`src/hw/rtl/bae_pkg.sv`:
```
`default_nettype none

package bae_pkg;

    // Arena and table dimensions.
    localparam int unsigned ARENA_BYTES = 65536;
    localparam int unsigned MAX_CHUNKS  = 64;

    // Widths of the request and response fields.
    localparam int unsigned OFF_W  = 16;
    localparam int unsigned SIZE_W = 17;
    localparam int unsigned ST_W   = 3;

    // Widths that follow from the dimensions.
    localparam int unsigned IDX_W  = $clog2(MAX_CHUNKS);
    localparam int unsigned CNT_W  = IDX_W + 1;
    localparam int unsigned CUR_W  = $clog2(ARENA_BYTES) + 1;
    localparam int unsigned SUM_W  = ((CUR_W > SIZE_W) ? CUR_W : SIZE_W) + 1;
    localparam int unsigned DATA_W = OFF_W + SIZE_W + 1;

    // Operation codes.
    localparam logic OP_ALLOC = 1'b0;
    localparam logic OP_FREE  = 1'b1;

    // Response status codes.
    localparam logic [ST_W-1:0] ST_OK      = 3'd0;
    localparam logic [ST_W-1:0] ST_ZERO    = 3'd1;
    localparam logic [ST_W-1:0] ST_NOSPACE = 3'd2;
    localparam logic [ST_W-1:0] ST_UNKNOWN = 3'd3;
    localparam logic [ST_W-1:0] ST_FULL    = 3'd4;

    // Commands from the controller to the datapath.
    typedef struct packed {
        logic start;
        logic advance;
        logic commit;
    } t_cmd;

    // Status from the datapath to the controller.
    typedef struct packed {
        logic done;
        logic out_free;
    } t_sts;

endpackage

`default_nettype wire

```
`src/hw/rtl/bae_ram.sv`:
```
`default_nettype none

module bae_ram #(
    parameter int unsigned WIDTH = 8,
    parameter int unsigned DEPTH = 16
) (
    input  wire logic                     i_clk,
    input  wire logic                     i_wr_en,
    input  wire logic [$clog2(DEPTH)-1:0] i_wr_addr,
    input  wire logic [WIDTH-1:0]         i_wr_data,
    input  wire logic                     i_rd_en,
    input  wire logic [$clog2(DEPTH)-1:0] i_rd_addr,
    output logic      [WIDTH-1:0]         o_rd_data
);

    logic [WIDTH-1:0] r_mem [DEPTH];

    // One write port and one registered read port.
    always_ff @(posedge i_clk) begin
        if (i_wr_en) begin
            r_mem[i_wr_addr] <= i_wr_data;
        end
        if (i_rd_en) begin
            o_rd_data <= r_mem[i_rd_addr];
        end
    end

endmodule

`default_nettype wire

```
`src/hw/rtl/bae_ctrl.sv`:
```
`default_nettype none

module bae_ctrl (
    input  wire logic          i_clk,
    input  wire logic          i_rst_n,
    input  wire logic          i_valid,
    output logic               o_ready,
    input  wire bae_pkg::t_sts i_sts,
    output bae_pkg::t_cmd      o_cmd
);

    typedef enum logic [1:0] {
        S_IDLE = 2'b01,
        S_SCAN = 2'b10
    } t_state;

    t_state r_state;
    t_state n_state;

    // A new request is taken only between scans.
    assign o_ready = (r_state == S_IDLE);

    // Next state and commands.
    always_comb begin
        n_state       = r_state;
        o_cmd.start   = 1'b0;
        o_cmd.advance = 1'b0;
        o_cmd.commit  = 1'b0;
        case (r_state)
            S_IDLE: begin
                if (i_valid) begin
                    o_cmd.start = 1'b1;
                    n_state     = S_SCAN;
                end
            end
            S_SCAN: begin
                if (!i_sts.done) begin
                    o_cmd.advance = 1'b1;
                end else if (i_sts.out_free) begin
                    o_cmd.commit = 1'b1;
                    n_state      = S_IDLE;
                end
            end
            default: begin
                n_state = S_IDLE;
            end
        endcase
    end

    // State register.
    always_ff @(posedge i_clk) begin
        if (!i_rst_n) begin
            r_state <= S_IDLE;
        end else begin
            r_state <= n_state;
        end
    end

endmodule

`default_nettype wire

```
`src/hw/rtl/bae_dp.sv`:
```
`default_nettype none

module bae_dp (
    input  wire logic                          i_clk,
    input  wire logic                          i_rst_n,
    input  wire logic                          i_operation,
    input  wire logic [bae_pkg::SIZE_W-1:0]    i_request_size,
    input  wire logic [bae_pkg::OFF_W-1:0]     i_free_offset,
    input  wire bae_pkg::t_cmd                 i_cmd,
    output bae_pkg::t_sts                      o_sts,
    output logic                               o_valid,
    input  wire logic                          i_ready,
    output logic      [bae_pkg::ST_W-1:0]      o_status,
    output logic      [bae_pkg::OFF_W-1:0]     o_chunk_offset
);

    // Latched request.
    logic                          r_op;
    logic [bae_pkg::SIZE_W-1:0]    r_size;
    logic [bae_pkg::OFF_W-1:0]     r_foff;

    // Table bookkeeping and scan position.
    logic [bae_pkg::CNT_W-1:0]     r_count;
    logic [bae_pkg::CUR_W-1:0]     r_cursor;
    logic [bae_pkg::CNT_W-1:0]     r_rd_idx;
    logic [bae_pkg::IDX_W-1:0]     r_chk_idx;
    logic                          r_chk_vld;

    // Response register.
    logic                          r_out_vld;
    logic [bae_pkg::ST_W-1:0]      r_out_st;
    logic [bae_pkg::OFF_W-1:0]     r_out_off;

    // Table memory ports.
    logic                          wr_en;
    logic [bae_pkg::IDX_W-1:0]     wr_addr;
    logic [bae_pkg::DATA_W-1:0]    wr_data;
    logic [bae_pkg::DATA_W-1:0]    rd_data;

    // Decoded entry and decision terms.
    logic [bae_pkg::OFF_W-1:0]     rd_off;
    logic [bae_pkg::SIZE_W-1:0]    rd_size;
    logic                          rd_free;
    logic                          is_alloc;
    logic                          zero;
    logic                          match;
    logic                          hit;
    logic                          scan_end;
    logic [bae_pkg::SUM_W-1:0]     sum;
    logic                          no_space;
    logic                          full;
    logic                          bump;
    logic [bae_pkg::ST_W-1:0]      res_st;
    logic [bae_pkg::OFF_W-1:0]     res_off;
    logic                          res_wr;

    bae_ram #(
        .WIDTH (bae_pkg::DATA_W),
        .DEPTH (bae_pkg::MAX_CHUNKS)
    ) u_table (
        .i_clk     (i_clk),
        .i_wr_en   (wr_en),
        .i_wr_addr (wr_addr),
        .i_wr_data (wr_data),
        .i_rd_en   (i_cmd.advance),
        .i_rd_addr (r_rd_idx[bae_pkg::IDX_W-1:0]),
        .o_rd_data (rd_data)
    );

    // Entry fields: offset on top, then size, then the free mark.
    assign rd_off  = rd_data[bae_pkg::DATA_W-1 -: bae_pkg::OFF_W];
    assign rd_size = rd_data[bae_pkg::SIZE_W:1];
    assign rd_free = rd_data[0];

    // Match the entry from the last table read and check for space at the cursor.
    always_comb begin
        is_alloc = (r_op == bae_pkg::OP_ALLOC);
        zero     = is_alloc && (r_size == '0);
        match    = is_alloc ? (rd_free && (rd_size == r_size)) : (rd_off == r_foff);
        hit      = r_chk_vld && match;
        scan_end = (r_rd_idx == r_count);
        sum      = bae_pkg::SUM_W'(r_cursor) + bae_pkg::SUM_W'(r_size);
        no_space = (sum > bae_pkg::SUM_W'(bae_pkg::ARENA_BYTES));
        full     = (r_count >= bae_pkg::CNT_W'(bae_pkg::MAX_CHUNKS));
    end

    // Outcome of the request once the scan has settled.
    always_comb begin
        res_st  = bae_pkg::ST_OK;
        res_off = '0;
        res_wr  = 1'b0;
        bump    = 1'b0;
        wr_addr = r_chk_idx;
        wr_data = {rd_off, rd_size, !is_alloc};
        if (zero) begin
            res_st = bae_pkg::ST_ZERO;
        end else if (hit) begin
            res_wr = 1'b1;
            if (is_alloc) begin
                res_off = rd_off;
            end
        end else if (!is_alloc) begin
            res_st = bae_pkg::ST_UNKNOWN;
        end else if (no_space) begin
            res_st = bae_pkg::ST_NOSPACE;
        end else if (full) begin
            res_st = bae_pkg::ST_FULL;
        end else begin
            res_wr  = 1'b1;
            bump    = 1'b1;
            res_off = r_cursor[bae_pkg::OFF_W-1:0];
            wr_addr = r_count[bae_pkg::IDX_W-1:0];
            wr_data = {r_cursor[bae_pkg::OFF_W-1:0], r_size, 1'b0};
        end
    end

    assign wr_en = i_cmd.commit && res_wr;

    assign o_sts.done     = zero || hit || scan_end;
    assign o_sts.out_free = !r_out_vld || i_ready;

    // Request latch and scan pointers.
    always_ff @(posedge i_clk) begin
        if (i_cmd.start) begin
            r_op   <= i_operation;
            r_size <= i_request_size;
            r_foff <= i_free_offset;
        end
        if (!i_rst_n) begin
            r_rd_idx  <= '0;
            r_chk_idx <= '0;
            r_chk_vld <= 1'b0;
        end else if (i_cmd.start) begin
            r_rd_idx  <= '0;
            r_chk_vld <= 1'b0;
        end else if (i_cmd.advance) begin
            r_chk_idx <= r_rd_idx[bae_pkg::IDX_W-1:0];
            r_chk_vld <= 1'b1;
            r_rd_idx  <= r_rd_idx + 1'b1;
        end
    end

    // Chunk count and bump cursor advance on a fresh carve.
    always_ff @(posedge i_clk) begin
        if (!i_rst_n) begin
            r_count  <= '0;
            r_cursor <= '0;
        end else if (i_cmd.commit && bump) begin
            r_count  <= r_count + 1'b1;
            r_cursor <= r_cursor + bae_pkg::CUR_W'(r_size);
        end
    end

    // Response register.
    always_ff @(posedge i_clk) begin
        if (!i_rst_n) begin
            r_out_vld <= 1'b0;
        end else if (i_cmd.commit) begin
            r_out_vld <= 1'b1;
        end else if (i_ready) begin
            r_out_vld <= 1'b0;
        end
        if (i_cmd.commit) begin
            r_out_st  <= res_st;
            r_out_off <= res_off;
        end
    end

    assign o_valid        = r_out_vld;
    assign o_status       = r_out_st;
    assign o_chunk_offset = r_out_off;

endmodule

`default_nettype wire

```
`src/hw/rtl/bump_allocator_exact_reuse.sv`:
```
`default_nettype none

// Bump allocator with exact-size reuse over a 64 KiB arena. Each request is
// either an allocate (size in bytes) or a free (arena offset), and gives one
// response carrying a status and, for a successful allocate, the chunk
// offset. Chunks live in a 64-entry single-port-read table that is scanned
// in creation order, one entry per cycle, so a request occupies the block
// for a scan over the N chunks carved so far (a zero-size allocate does not
// scan). The scan stops early at the first matching entry. The response is
// registered when the outcome is committed. A new request is taken while the
// previous response is still waiting at the output, but its outcome is held
// back until that response is taken.
module bump_allocator_exact_reuse (
    input  wire logic                       i_clk,
    input  wire logic                       i_rst_n,
    input  wire logic                       i_valid,
    output logic                            o_ready,
    input  wire logic                       i_operation,
    input  wire logic [bae_pkg::SIZE_W-1:0] i_request_size,
    input  wire logic [bae_pkg::OFF_W-1:0]  i_free_offset,
    output logic                            o_valid,
    input  wire logic                       i_ready,
    output logic      [bae_pkg::ST_W-1:0]   o_status,
    output logic      [bae_pkg::OFF_W-1:0]  o_chunk_offset
);

    bae_pkg::t_cmd cmd;
    bae_pkg::t_sts sts;

    // Sequencer for accept, scan and commit.
    bae_ctrl u_ctrl (
        .i_clk   (i_clk),
        .i_rst_n (i_rst_n),
        .i_valid (i_valid),
        .o_ready (o_ready),
        .i_sts   (sts),
        .o_cmd   (cmd)
    );

    // Chunk table, cursor and response register.
    bae_dp u_dp (
        .i_clk          (i_clk),
        .i_rst_n        (i_rst_n),
        .i_operation    (i_operation),
        .i_request_size (i_request_size),
        .i_free_offset  (i_free_offset),
        .i_cmd          (cmd),
        .o_sts          (sts),
        .o_valid        (o_valid),
        .i_ready        (i_ready),
        .o_status       (o_status),
        .o_chunk_offset (o_chunk_offset)
    );

endmodule

`default_nettype wire
```
`config.mk`:
```
export PLATFORM = sky130hd
export DESIGN_NAME = bump_allocator_exact_reuse
export DESIGN_NICKNAME = d
export VERILOG_FILES = /design/src/hw/rtl/bae_pkg.sv /design/src/hw/rtl/bae_ram.sv /design/src/hw/rtl/bae_ctrl.sv /design/src/hw/rtl/bae_dp.sv /design/src/hw/rtl/bump_allocator_exact_reuse.sv
export SDC_FILE = /design/constraint.sdc
export NUM_CORES = 2
export LEC_CHECK = 0
export ABC_AREA = 1
export BUFFER_PORTS_ARGS = -buffer_cell sky130_fd_sc_hd__buf_2
export CAP_MARGIN = 20
export CORE_MARGIN = 2
export CORE_UTILIZATION = 56
export CTS_BUF_LIST = sky130_fd_sc_hd__clkbuf_8
export CTS_CLUSTER_SIZE = 24
export DETAILED_ROUTE_END_ITERATION = 7
export PLACE_DENSITY_LB_ADDON = 0.05
export SLEW_MARGIN = 20
export SYNTH_ARGS = -nofsm -noshare
export SYNTH_HDL_FRONTEND = slang
export SYNTH_HIERARCHICAL = 1
export SYNTH_SLANG_ARGS = --single-unit
export TNS_END_PERCENT = 5
```
`constraint.sdc`:
```
create_clock -name i_clk -period 7.59 [get_ports i_clk]
set_clock_uncertainty 0.15 [all_clocks]
set_input_delay 0.759 -clock i_clk [delete_from_list [all_inputs] [get_ports i_clk]]
set_output_delay 0.759 -clock i_clk [all_outputs]
set_load 0.05 [all_outputs]
```
==> impl_results.md <==
* Result of the run: finished, final reports clean
* Port-buffer cells at 58
* Vert. Die Dim at 414 um
* Data required, critical path at roughly 8 ns
* Signal arrival time at the worst endpoint at 7.12 ns
* Maximum net fanout on the critical path at 19
* Total half-perimeter wirelength after legalization and detailed placement at 157000 um
* Number of remaining DRC errors at 0
* CTS max path bufs at 4
* DIE AREA at 171000 um2
* Internal Dissipation at between 15 and 20 mW
* Fin worst setup slack at 1.06 ns
* Site Rows at 150
* Sum of buffers and inverters on the critical path at 2
* Sequential fraction of the synthesis area at 73.1%
* Pin count of the biggest net entering global routing at approximately 190
* Total CTS buffers at 384
* Core region area at 167000 um2
* Number of hold buffers added after cts at 37
* Worst hold-check path type: in2reg
* Worst setup path startpoint: u_dp/r_size[0]
* Setup repair after global routing missed its margin: false
* Post-placement cell area at between 90000 and 100000 um2
* End point of the critical path: u_dp/u_table/r_mem[56][25]
* Post-CTS setup buffers at 0
* Worst voltage drop across the vdd grid at between 0.2 and 0.25 mV
* Die Wd at between 400 and 500 um
* Yosys top cell area share at 72.3%
* Via-to-Cell Ratio at 6.04
* CP peak stage delay at between 1 and 1.5 ns
* Syn_area_per_cell at roughly 12 um2
* CP most frequent cell: nand3_1
* Number of warning messages in the yosys log at 6
* Most frequent cells in the layout: nand2_1, edfxtp_1, nand3_1
* Most common cell after layout, fill and taps aside: nand2_1
* Switching portion of total power at 21.6%
* Ratio of cells with drive above 1 in the final layout at under 10%
* H-tree lvl count at 5
* 1st-pass router iterations at 7
* Number of nets in the layout at 8176
* Clk pwr share at 40.2%
* Power per Cell Area at between 200 and 250 nW/um2
* Pre-CTS setup slack at 1.17 ns
* TritonCTS sink count at 2304
* TritonCTS clock tree: built
* Slowest cell on the critical path: nor2_4
* Clock transition time at the flip-flop clock pins of the worst setup and hold paths at roughly 0.060 ns
* Post-layout minimum cycle time at between 6 and 7 ns
* Register bit count reported by yosys at 2304
* Clock Root Buffer: clkbuf_8
* Relative contribution of sequential cells to total power at 57.8%
* Share of synthesized area spent on multiplexers at 0%
* Clock latency of the later-clocked register in the worst-skew pair at 1.07 ns
* Launching element type of the critical path: flip-flop
* Dominant cells by area after synthesis: edfxtp_1, nand3_1, nand2_1, buf_2, dfxtp_1
* Share of the synthesized netlist area taken by xor and xnor gates at 0.307%
* Endpoint of the most critical register-to-register path: u_dp/u_table/r_mem[56][25]
* CP Capture Type: flip-flop
* Overall fraction of global-route tracks in use at 32.7%
* Utilization of the core after routing at just over 60%
* Combinational Power Share at 2.0%
* Final routed wirelength across all metal layers at 282000 um
* Finish-stage setup viols at 0
* Startpoint of the most critical register-to-register path: u_dp/r_size[0]
* Max-cap violations at 0
* R2r setup slk at 1.06 ns
* Mapped Area at 94000 um2
* Detailed-route wire length per cell at between 20 and 30 um
* Critical path's top delay family: simple AND/OR/NAND/NOR gates
* Antenna-violating nets left at 0
* Tightest slew margin relative to the limit at 21.5%
* Worst hold path depth at 2
* Overflow after GRT at 0
* Most area-hungry cell type in the Yosys netlist: edfxtp_1
* Total number of cells along the worst setup path at 16
* Final Hold Fails at 0
* DRC marker count from the first detailed-route iteration at 9310
* Gate count after technology mapping at 7952
* Top achievable clock speed at 0.153 GHz
* Combinational family with the most area after synthesis: simple AND/OR/NAND/NOR gates
* Synthesis-to-layout area growth at 10.7%
* Detailed-route via count at 63900
* Starting utilization of the core area at 56.3%
* Number of top-level pins at just under 60
* Final Wtd Congestion at just over 0.9
* Wire length of the first global-routing pass at 405000 um
* Actual transition at the worst max-transition pin at about 1.2 ns
* Post-synthesis share of cell area spent on full adders, half adders and majority gates at 0.287%
* Synthesized-area fraction occupied by ao, oa, aoi and oai cells at less than 1%
* Simple-gate share of the synthesized area at 22.3%
* Number of distinct library cells after synthesis at 38
* Net count of the mapped netlist at 8011
* Worst-case reg-to-reg path depth at 16
* Initial antenna violation count at 14
* Leakage Power at 37.3 nW
* Crit path cell chain: ha_1 -> fa_1 -> nand3_1 -> nand2_1 -> nand3_1 -> nand3_1 -> a21oi_1 -> xor2_1 -> a21oi_4 -> nand3_4 -> nand2_1 -> o21ai_1 -> inv_1 -> nand4_1 -> nor2_4 -> buf_4
* Max Slew Vio Count at 0
* Overall power at 24.2 mW
* Post-cts gate resize count at 0
* Final instance area at 104000 um2
* Via count of the first global-routing pass at 58800
* Period Utilization, post-route at 86.0%
* Net switching component of the power at ~5.2 mW
* WS Path Type: reg2reg
[power by group through the flow]
stage                     combinational (mW)  sequential, mW  clock [mW]
after detailed placement               0.452            14.3           0
after global placement                 0.439            14.3           0
after CTS                              0.468            14.0        9.87
final                                  0.477            14.0        9.74
after floorplan                        0.171            14.3           0
after global routing                   0.497            14.0        10.4
[layout make-up]
type                       instances  area (um2)
antenna                            9        22.5
timing repair buffer             277        2440
fill                           13200       62900
multi-input combinational       5023       23100
clock buffer                     388        5340
inverter                         127         513
tap                             2204        2760
clock inverter                   263        1220
sequential                      2304       68800
[cells in the mapped netlist]
cell type  instances
nand3b_1           5
and3_1             2
o41ai_1            1
nand4_1           29
o21a_1             2
ha_1              20
edfxtp_1        2263
nand3_2            5
buf_4             52
nand3_1         2053
a21oi_4            1
a21oi_1           45
nor2_1           127
o2111ai_1          1
inv_1            120
o31ai_1            1
buf_6             17
nor2_2             1
buf_2            288
dfxtp_1           41
o21ai_1           36
clkinv_1           1
inv_2              5
nand2_1         2606
o22ai_1            4
nor3_1             8
o22ai_2           10
clkbuf_1          99
a21oi_2            2
nor4_1            14
fa_1               1
o21bai_1           1
o21ai_0           15
buf_1             41
inv_4              1
xnor2_1           16
buf_8              1
xor2_1            17
[worst min path at each step]
stage | from | end | slack [ns]
floorplan | u_dp/r_chk_idx[0] | u_dp/r_chk_idx[0] | 0.29
global placement | u_dp/r_cursor[16] | u_dp/r_cursor[16] | 0.32
detailed placement | u_dp/r_cursor[16] | u_dp/r_cursor[16] | 0.33
CTS | i_request_size[15] | u_dp/r_size[15] | 0.20
global route | i_request_size[15] | u_dp/r_size[15] | 0.25
finish | i_request_size[15] | u_dp/r_size[15] | 0.28
[kinds of logic (layout without fill, tap and decap cells)]
kind of cell	after synthesis	count (layout)
other	0	9
buffers and inverters	625	1055
and+or+nand+nor	4850	4850
adders and majority gates	21	21
AOI/OAI and AO/OA	119	119
DFF	2304	2304
xor gates and xnor gates	33	33
[per-stage QoR]
step	instances	hold slack, ns	setup TNS [ns]
finish	10600	0.275	0
global route	10600	0.254	0
CTS	10600	0.201	0
detailed placement	9895	0.325	0
global placement	9889	0.318	0
floorplan	7952	0.289	-4.03
[state kept, by name, indices dropped and copies added, names as in the netlist]
name	count
u_dp/u_table/r_mem	2176
u_dp/u_table/o_rd_data	34
u_dp/r_cursor	17
u_dp/r_size	17
u_dp/o_chunk_offset	16
u_dp/r_foff	16
u_dp/r_count	7
u_dp/r_rd_idx	7
u_dp/r_chk_idx	6
u_dp/o_status	3
u_ctrl/r_state	2
u_dp/o_valid	1
u_dp/r_chk_vld	1
u_dp/r_op	1
[metal layers]
| metal | track usage [%] | vias to the layer above | share of wire [%] |
|---|---|---|---|
| li1 | - | 28500 | - |
| met1 | 48.6 | 31400 | 42 |
| met2 | 47.9 | 3554 | 44 |
| met3 | 6.44 | 493 | 10 |
| met4 | 12.7 | 2 | 3.9 |
| met5 | 0 | - | 0.0046 |
Power figures use the tool's default switching activity.
